$ cat src/hw/rtl/sst_pkg.sv
package sst_pkg;

    localparam logic [1:0] MODE_DEFINE = 2'd0;
    localparam logic [1:0] MODE_LOOKUP = 2'd1;
    localparam logic [1:0] MODE_OPEN   = 2'd2;
    localparam logic [1:0] MODE_CLOSE  = 2'd3;

    localparam logic [1:0] ST_OK        = 2'd0;
    localparam logic [1:0] ST_FULL      = 2'd1;
    localparam logic [1:0] ST_UNDERFLOW = 2'd2;
    localparam logic [1:0] ST_OVERFLOW  = 2'd3;

    localparam int          CHAR_SLOTS = 11;
    localparam int          FREED_W    = 22;
    localparam logic [21:0] FREED_MAX  = 22'h3FFFFF;
    localparam logic [7:0]  SCOPE_MAX  = 8'd255;

    typedef struct packed {
        logic [1:0]         mode;
        logic [63:0]        name_head;
        logic [23:0]        name_tail;
        logic signed [15:0] frame_offset;
        logic               is_lvalue;
        logic [15:0]        object_size;
    } t_in;

    typedef struct packed {
        logic [1:0]         status;
        logic               found;
        logic signed [15:0] offset_out;
        logic               lvalue_out;
        logic [21:0]        freed_bytes;
    } t_out;

    // search token walking down the cell row
    typedef struct packed {
        logic               active;
        logic               found;
        logic signed [15:0] offset;
        logic               lvalue;
        logic               first_hit;
        logic [21:0]        freed;
    } t_tok;

endpackage

$ cat src/hw/rtl/sst_cell.sv
module sst_cell #(
    parameter int IW  = 7,
    parameter int NW  = 88,
    parameter int IDX = 0
) (
    input  logic               i_clk,
    input  logic               i_rst_n,
    input  logic               i_wr,
    input  logic [NW-1:0]      i_wr_name,
    input  logic signed [15:0] i_wr_offset,
    input  logic               i_wr_lvalue,
    input  logic [15:0]        i_wr_size,
    input  logic [7:0]         i_wr_scope,
    input  logic [IW-1:0]      i_fill,
    input  logic [NW-1:0]      i_key_name,
    input  logic [7:0]         i_key_scope,
    input  sst_pkg::t_tok      i_tok,
    input  logic [IW-1:0]      i_first,
    output sst_pkg::t_tok      o_tok,
    output logic [IW-1:0]      o_first
);

    logic [NW-1:0]      r_name;
    logic signed [15:0] r_offset;
    logic               r_lvalue;
    logic [15:0]        r_size;
    logic [7:0]         r_scope;
    sst_pkg::t_tok      r_tok;
    sst_pkg::t_tok      n_tok;
    logic [IW-1:0]      r_first;
    logic [IW-1:0]      n_first;
    logic               live;
    logic               scope_hit;
    logic [22:0]        sum;

    assign live      = IW'(IDX) < i_fill;
    assign scope_hit = live && (r_scope == i_key_scope);
    assign sum       = {1'b0, i_tok.freed} + {7'd0, r_size};

    always_comb begin
        n_tok   = i_tok;
        n_first = i_first;
        if (live && !i_tok.found && (r_name == i_key_name)) begin
            n_tok.found  = 1'b1;
            n_tok.offset = r_offset;
            n_tok.lvalue = r_lvalue;
        end
        if (scope_hit && !i_tok.first_hit) begin
            n_tok.first_hit = 1'b1;
            n_first         = IW'(IDX);
        end
        if (live && (i_tok.first_hit || scope_hit)) begin
            n_tok.freed = sum[22] ? sst_pkg::FREED_MAX : sum[21:0];
        end
    end

    always_ff @(posedge i_clk) begin
        if (i_wr) begin
            r_name   <= i_wr_name;
            r_offset <= i_wr_offset;
            r_lvalue <= i_wr_lvalue;
            r_size   <= i_wr_size;
            r_scope  <= i_wr_scope;
        end
        r_first <= n_first;
        if (!i_rst_n) begin
            r_tok <= '0;
        end else begin
            r_tok <= n_tok;
        end
    end

    assign o_tok   = r_tok;
    assign o_first = r_first;

endmodule

$ cat config.mk
export PLATFORM = sky130hd
export DESIGN_NAME = sst_cell
export DESIGN_NICKNAME = d
export VERILOG_FILES = /design/src/hw/rtl/sst_pkg.sv /design/src/hw/rtl/sst_cell.sv
export SDC_FILE = /design/constraint.sdc
export NUM_CORES = 1
export LEC_CHECK = 0
export ABC_CLOCK_PERIOD_IN_PS = 2400
export BUFFER_PORTS_ARGS = -buffer_cell sky130_fd_sc_hd__buf_4
export CORE_ASPECT_RATIO = 0.6
export CORE_MARGIN = 5
export CORE_UTILIZATION = 40
export CTS_BUF_LIST = sky130_fd_sc_hd__clkbuf_8
export DETAILED_ROUTE_END_ITERATION = 8
export GPL_ROUTABILITY_DRIVEN = 0
export MAX_ROUTING_LAYER = met4
export PLACE_DENSITY = 0.82
export SLEW_MARGIN = 25
export SYNTH_ARGS = -nofsm -noshare
export SYNTH_HDL_FRONTEND = slang
export SYNTH_SLANG_ARGS = --single-unit
$ cat constraint.sdc
create_clock -name i_clk -period 2.4 [get_ports i_clk]
set_input_delay 0.12 -clock i_clk [delete_from_list [all_inputs] [get_ports i_clk]]
set_output_delay 0.12 -clock i_clk [all_outputs]
set_load 0.01 [all_outputs]
* Word-level counts from Yosys, hierarchy flattened
Index checks and enable logic that the tools add are counted.
** Storage, ports and cells
- Register bits after elaboration :: 178
- Input bits :: 284
- Output and inout port bits :: 49
- Logic and storage cells :: 28
** Cells by class
- $add $sub $neg :: 1
- $lt $le $gt $ge :: 1
- Equal/unequal tests :: 2
- Muxes and demuxes :: 4
- Reductions and logical operators :: 8
** Operators by type and width (count)
- 88-bit equality test :: 1
- 22-bit 2-to-1 mux :: 2
- 22-bit by 16-bit adder with 23-bit output :: 1
- 18-bit 2-to-1 mux :: 1
- 8-bit equality test :: 1
- 1-bit by 7-bit < comparator with 1-bit output (first input constant) :: 1
- 1-bit logical AND :: 5
- 1-bit logical NOT :: 2
- 1-bit logical OR :: 1
- 1-bit 2-to-1 mux :: 1

* Logic depth before layout (Yosys ltp)
- Depth after elaboration :: 5
- Gate-level depth with buffers :: 9
- Depth with buffers taken out :: 9

* Worst setup path after synthesis
OpenSTA, ideal clock, no wires.
- Path type :: reg2reg
- Start point :: register r_size[0]
- End point :: register r_tok, in the netlist o_tok[10]
- Library setup time :: 0.119 ns
- Arrival time :: 2.337 ns
- Required time :: 2.281 ns
- Slack :: -0.056 ns
- Cell stages (with the launch flop) :: 10
- Path buffers :: 0
- Clock period less this slack :: 2.456 ns
- Cell sequence :: edfxtp_1 ha_1 fa_1 a21o_1 a221o_1 nand2_1 o2111ai_1 o211ai_2 nand2_2 o221a_2
** Between the ends
- Cells in the longest elaborated chain, start to end :: 3
** RTL lines
- start: declaration :: RTL line sst_cell.sv:26 : logic [15:0] r_size;
- start signal: assignment :: RTL line sst_cell.sv:62 : r_size <= i_wr_size;
- 22-bit by 16-bit adder with 23-bit output :: RTL line sst_cell.sv:38 : assign sum = {1'b0, i_tok.freed} + {7'd0, r_size};
- 22-bit 2-to-1 mux :: RTL line sst_cell.sv:53 : n_tok.freed = sum[22] ? sst_pkg::FREED_MAX : sum[21:0];
- 22-bit 2-to-1 mux :: RTL line sst_cell.sv:52 : if (live && (i_tok.first_hit || scope_hit)) begin
- end signal: assignment :: RTL line sst_cell.sv:69 : r_tok <= n_tok;
- end: declaration :: RTL line sst_cell.sv:28 : sst_pkg::t_tok r_tok;
Every way passes these cells.
A chain may end at the register's enable or synchronous reset.

* Worst setup path in the final report
- Start point :: register r_size[0]
- End point :: register r_tok, in the netlist o_tok[21]
The elaborated chain is that of the path after synthesis.

==> metrics.txt <==
# TYPE chip_impl_metric gauge
chip_impl_metric{name="nets_final",unit=""} 1399
chip_impl_metric{name="fin_crit_sh",unit="%"} 104
chip_impl_metric{name="wire_length_of_the_first_global_routing_pass",unit="mm"} 42.4
chip_impl_metric{name="clk-insertion-delay-late",unit="ps"} 460
chip_impl_metric{name="netlist_instances",unit=""} 560
chip_impl_metric{name="number_of_flops_mapped_to_enable_cells_by_yosys",unit=""} 129
chip_impl_metric{name="initialDrtViolationCount",unit=""} 496
chip_impl_metric{name="chip_height",unit="µm"} 116
chip_impl_metric{name="max-clock-path-buffers",unit=""} 2
chip_impl_metric{name="timing_max_transition_violations_final",unit=""} 0
chip_impl_metric{name="max_slew_margin",unit="%"} 62.0
chip_impl_metric{name="final.min_clock_period",unit="ps"} 2490
chip_impl_metric{name="grt_pass1_vias",unit=""} 7438
chip_impl_metric{name="firstDrtPassIters",unit=""} 5
chip_impl_metric{name="h-tree-depth",unit=""} 4
chip_impl_metric{name="worst_slew_pin_slew",unit="ps"} 555
chip_impl_metric{name="cap_violations",unit=""} 0
chip_impl_metric{name="place_hpwl",unit="mm"} 17.8
chip_impl_metric{name="placement.io_buffers",unit=""} 332
chip_impl_metric{name="die_outline_area",unit="µm²"} 21800
chip_impl_metric{name="synth_seq_area_share",unit="%"} 64.2
chip_impl_info{name="cts_tree",value="done"} 1
chip_impl_metric{name="fin_skew",unit="ps"} 19.9
chip_impl_metric{name="initial_core_util",unit="%"} 41.3
chip_impl_metric{name="place_inst",unit=""} 1137
chip_impl_metric{name="postLayoutCellArea",unit="µm²"} 12700
chip_impl_metric{name="synthesis.area_per_instance",unit="µm²"} 13.5
chip_impl_metric{name="async_reset_ff_share",unit="%"} 0
chip_impl_metric{name="design.core.area",unit="µm²"} 18300
chip_impl_metric{name="final_routed_wirelength",unit="mm"} 28.7
chip_impl_metric{name="row_count",unit=""} 38
chip_impl_info{name="path_class",value="flop to flop"} 1
chip_impl_metric{name="grt.total_usage",unit="%"} 26.2
chip_impl_metric{name="cp_data_required_time",unit="ps"} 2720
chip_impl_metric{name="final_layout_size_suffix_gt1_share",unit="%"} 36.6
chip_impl_metric{name="p_per_area",unit="nW/µm²"} 575
chip_impl_metric{name="numCtsBuffers",unit=""} 17
chip_impl_metric{name="wire_per_inst",unit="µm"} 21.2
chip_impl_metric{name="irDropWorstVdd",unit="V"} 0.000348
chip_impl_metric{name="pin_count",unit=""} 333
chip_impl_metric{name="yosysWarnings",unit=""} 0
chip_impl_metric{name="grt_overflow_total",unit=""} 0
chip_impl_metric{name="post_cts_clock_slew_at_the_launch_and_capture_registers_of_the_worst_setup_and_hold_paths",unit="ps"} 100
chip_impl_metric{name="dpl_cell_area",unit="µm²"} 10400
chip_impl_metric{name="finalHoldViolCount",unit=""} 0
chip_impl_metric{name="grt_max_degree",unit=""} 59
chip_impl_metric{name="fp.dieW",unit="µm"} 187
chip_impl_metric{name="ys_ff_latch",unit=""} 178
chip_impl_info{name="synth_flop_cell",value="sky130_fd_sc_hd__edfxtp_1"} 1
chip_impl_metric{name="synthesized_netlist_net_count",unit=""} 861
chip_impl_info{name="hp-class",value="primary input to flop"} 1
chip_impl_metric{name="insertedDiodeCount",unit=""} 0
chip_impl_metric{name="final-setup-viol-count",unit=""} 12
chip_impl_metric{name="dr_total_vias",unit=""} 7020
chip_impl_metric{name="timing.critical_path.arrival",unit="ps"} 2820
chip_impl_info{name="setup_repair_after_global_routing_missed_its_margin",value="yes"} 1
chip_impl_metric{name="crit_path_max_fanout",unit=""} 3
chip_impl_metric{name="synth.lib_cells_used.distinct",unit=""} 57
chip_impl_info{name="cp-start-kind",value="flop"} 1
chip_impl_metric{name="stdcell_count",unit=""} 1351
chip_impl_metric{name="area_growth_syn_to_layout",unit="%"} 68.3
chip_impl_metric{name="ant_nets",unit=""} 0
chip_impl_metric{name="vias_per_cell",unit=""} 5.20
chip_impl_info{name="violations_in_the_final_reports",value="setup timing"} 1
chip_impl_metric{name="detailed_route_drc_error_count",unit=""} 0
chip_impl_info{name="outcome",value="finished with violations"} 1
chip_impl_metric{name="clkSinkCount",unit=""} 178
chip_impl_metric{name="fin_setup_tns",unit="ps"} -439
chip_impl_metric{name="power.static_leakage",unit="µW"} 0.00555
chip_impl_info{name="cts_root_buf",value="sky130_fd_sc_hd__clkbuf_8"} 1
chip_impl_metric{name="netlist_area",unit="µm²"} 7560
chip_impl_metric{name="clock.fmax",unit="MHz"} 401
chip_impl_metric{name="setup_ws",unit="ps"} -90.9
chip_impl_info{name="timing.critical_path.to_type",value="flop"} 1
chip_impl_metric{name="grt_antenna_before_repair",unit=""} 0
## final cells by class
type                       count  area (µm²)
clock buffer                  18         248
multi-input combinational    345        2610
timing repair buffer         528        4450
tap                          240         300
clock inverter                14         154
fill                        1191        5590
inverter                      28         105
sequential                   178        4850
## logic make-up (layout without fill, tap and decap cells)
group	after synthesis	in the layout	synth area share (%)
buffers and inverters	37	588	2.24
AOI/OAI and AO/OA	102	102	10.0
xor gates and xnor gates	69	69	8.00
and+or+nand+nor	140	140	10.3
adders and majority gates	17	17	2.91
DFF	178	178	64.2
muxes	17	17	2.25
## worst max-delay path: stages, from the launching register on
cell and delay (ps):
sky130_fd_sc_hd__edfxtp_1 390, sky130_fd_sc_hd__ha_2 200, sky130_fd_sc_hd__fa_2 340, sky130_fd_sc_hd__a21o_1 170, sky130_fd_sc_hd__a221o_1 400, sky130_fd_sc_hd__a31o_4 260, sky130_fd_sc_hd__a21o_1 170, sky130_fd_sc_hd__a21o_1 200
sky130_fd_sc_hd__a21oi_2 130, sky130_fd_sc_hd__a311oi_1 100
## metal layers
| layer | track usage [%] | vias up | wire length (µm) |
|---|---|---|---|
| met5 | - | - | 0 |
| met4 | 6.70 | 0 | 522 |
| met3 | 7.32 | 53 | 2640 |
| met2 | 46.3 | 437 | 14700 |
| met1 | 30.2 | 3358 | 10800 |
| li1 | - | 3172 | - |
## repair_timing
item,CTS,global route
pin swaps,8,6
hold buffers,176,1
endpoints found under the hold margin,177,1
buffers inserted,4,1
gates resized for setup,4,15
endpoints found under the setup margin,15,40
## path summary, 6_finish.rpt
kind | from | to | slack (ps) | cells past startpoint
worst max-delay path | r_size[0] | o_tok[21] | -90 | 9
worst min-delay path | i_tok[17] | o_tok[17] | 60 | 4
worst max register to register | r_size[0] | o_tok[21] | -90 | 9
worst min register to register | r_offset[15] | o_tok[39] | 490 | 2
## registers in the layout (all words and copies together), names as in the netlist
signal and count:
r_name 88, o_tok 42, r_offset 16, r_size 16, r_scope 8, o_first 7
r_lvalue 1
## synth_stat cells, types with 7 or more instances
master	count	area (µm²)
sky130_fd_sc_hd__a2111oi_0	10	87.6
sky130_fd_sc_hd__a21o_1	7	52.6
sky130_fd_sc_hd__a21oi_1	17	85.1
sky130_fd_sc_hd__a31oi_1	9	56.3
sky130_fd_sc_hd__dfxtp_1	49	981
sky130_fd_sc_hd__edfxtp_1	129	3870
sky130_fd_sc_hd__ha_1	16	200
sky130_fd_sc_hd__inv_1	28	105
sky130_fd_sc_hd__mux2i_1	17	170
sky130_fd_sc_hd__nand2_1	11	41.3
sky130_fd_sc_hd__nand2b_1	9	56.3
sky130_fd_sc_hd__nand3_1	8	40.0
sky130_fd_sc_hd__nand4_1	8	50.1
sky130_fd_sc_hd__nor2_1	28	105
sky130_fd_sc_hd__nor2b_1	42	263
sky130_fd_sc_hd__nor4_1	12	75.1
sky130_fd_sc_hd__o21ai_0	11	55.1
sky130_fd_sc_hd__o221a_2	8	90.1
sky130_fd_sc_hd__o22ai_1	8	50.1
sky130_fd_sc_hd__xnor2_1	14	123
sky130_fd_sc_hd__xor2_1	55	482
## layout by cell type, fill, tap and decap left out, types with 5 or more instances in the layout
cell / instances
sky130_fd_sc_hd__o221a_2: 8
sky130_fd_sc_hd__nor4_1: 11
sky130_fd_sc_hd__o21ai_0: 11
sky130_fd_sc_hd__nand3_1: 8
sky130_fd_sc_hd__a2111oi_1: 6
sky130_fd_sc_hd__dlygate4sd3_1: 177
sky130_fd_sc_hd__xor2_1: 55
sky130_fd_sc_hd__edfxtp_1: 129
sky130_fd_sc_hd__clkbuf_8: 18
sky130_fd_sc_hd__mux2i_1: 17
sky130_fd_sc_hd__o22ai_1: 8
sky130_fd_sc_hd__xnor2_1: 14
sky130_fd_sc_hd__and3_1: 5
sky130_fd_sc_hd__nand2_1: 11
sky130_fd_sc_hd__a21oi_1: 16
sky130_fd_sc_hd__nand2b_1: 9
sky130_fd_sc_hd__nor2_1: 28
sky130_fd_sc_hd__a21o_1: 7
sky130_fd_sc_hd__nand4_1: 8
sky130_fd_sc_hd__buf_4: 346
sky130_fd_sc_hd__inv_1: 30
sky130_fd_sc_hd__nor2b_1: 42
sky130_fd_sc_hd__ha_1: 15
sky130_fd_sc_hd__dfxtp_1: 49
sky130_fd_sc_hd__a31oi_1: 9
## where the power goes
group	switching, µW	internal (µW)	total (µW)
registers	114	3550	3670
logic	621	855	1480
clock network	1200	970	2170
total	1930	5380	7310
## stage by stage
step	utilization, %	setup slack, ps	total power, µW	hold WS (ps)
finish	69.5	-90.9	7310	60.2
global route	69.5	-169	7600	10.2
CTS	69.1	-7.38	7240	0.822
detailed placement	56.9	-129	4860	299
global placement	56.9	-74.7	4830	298
floorplan	-	3.66	4170	219
(Power assumes the default switching activity.)
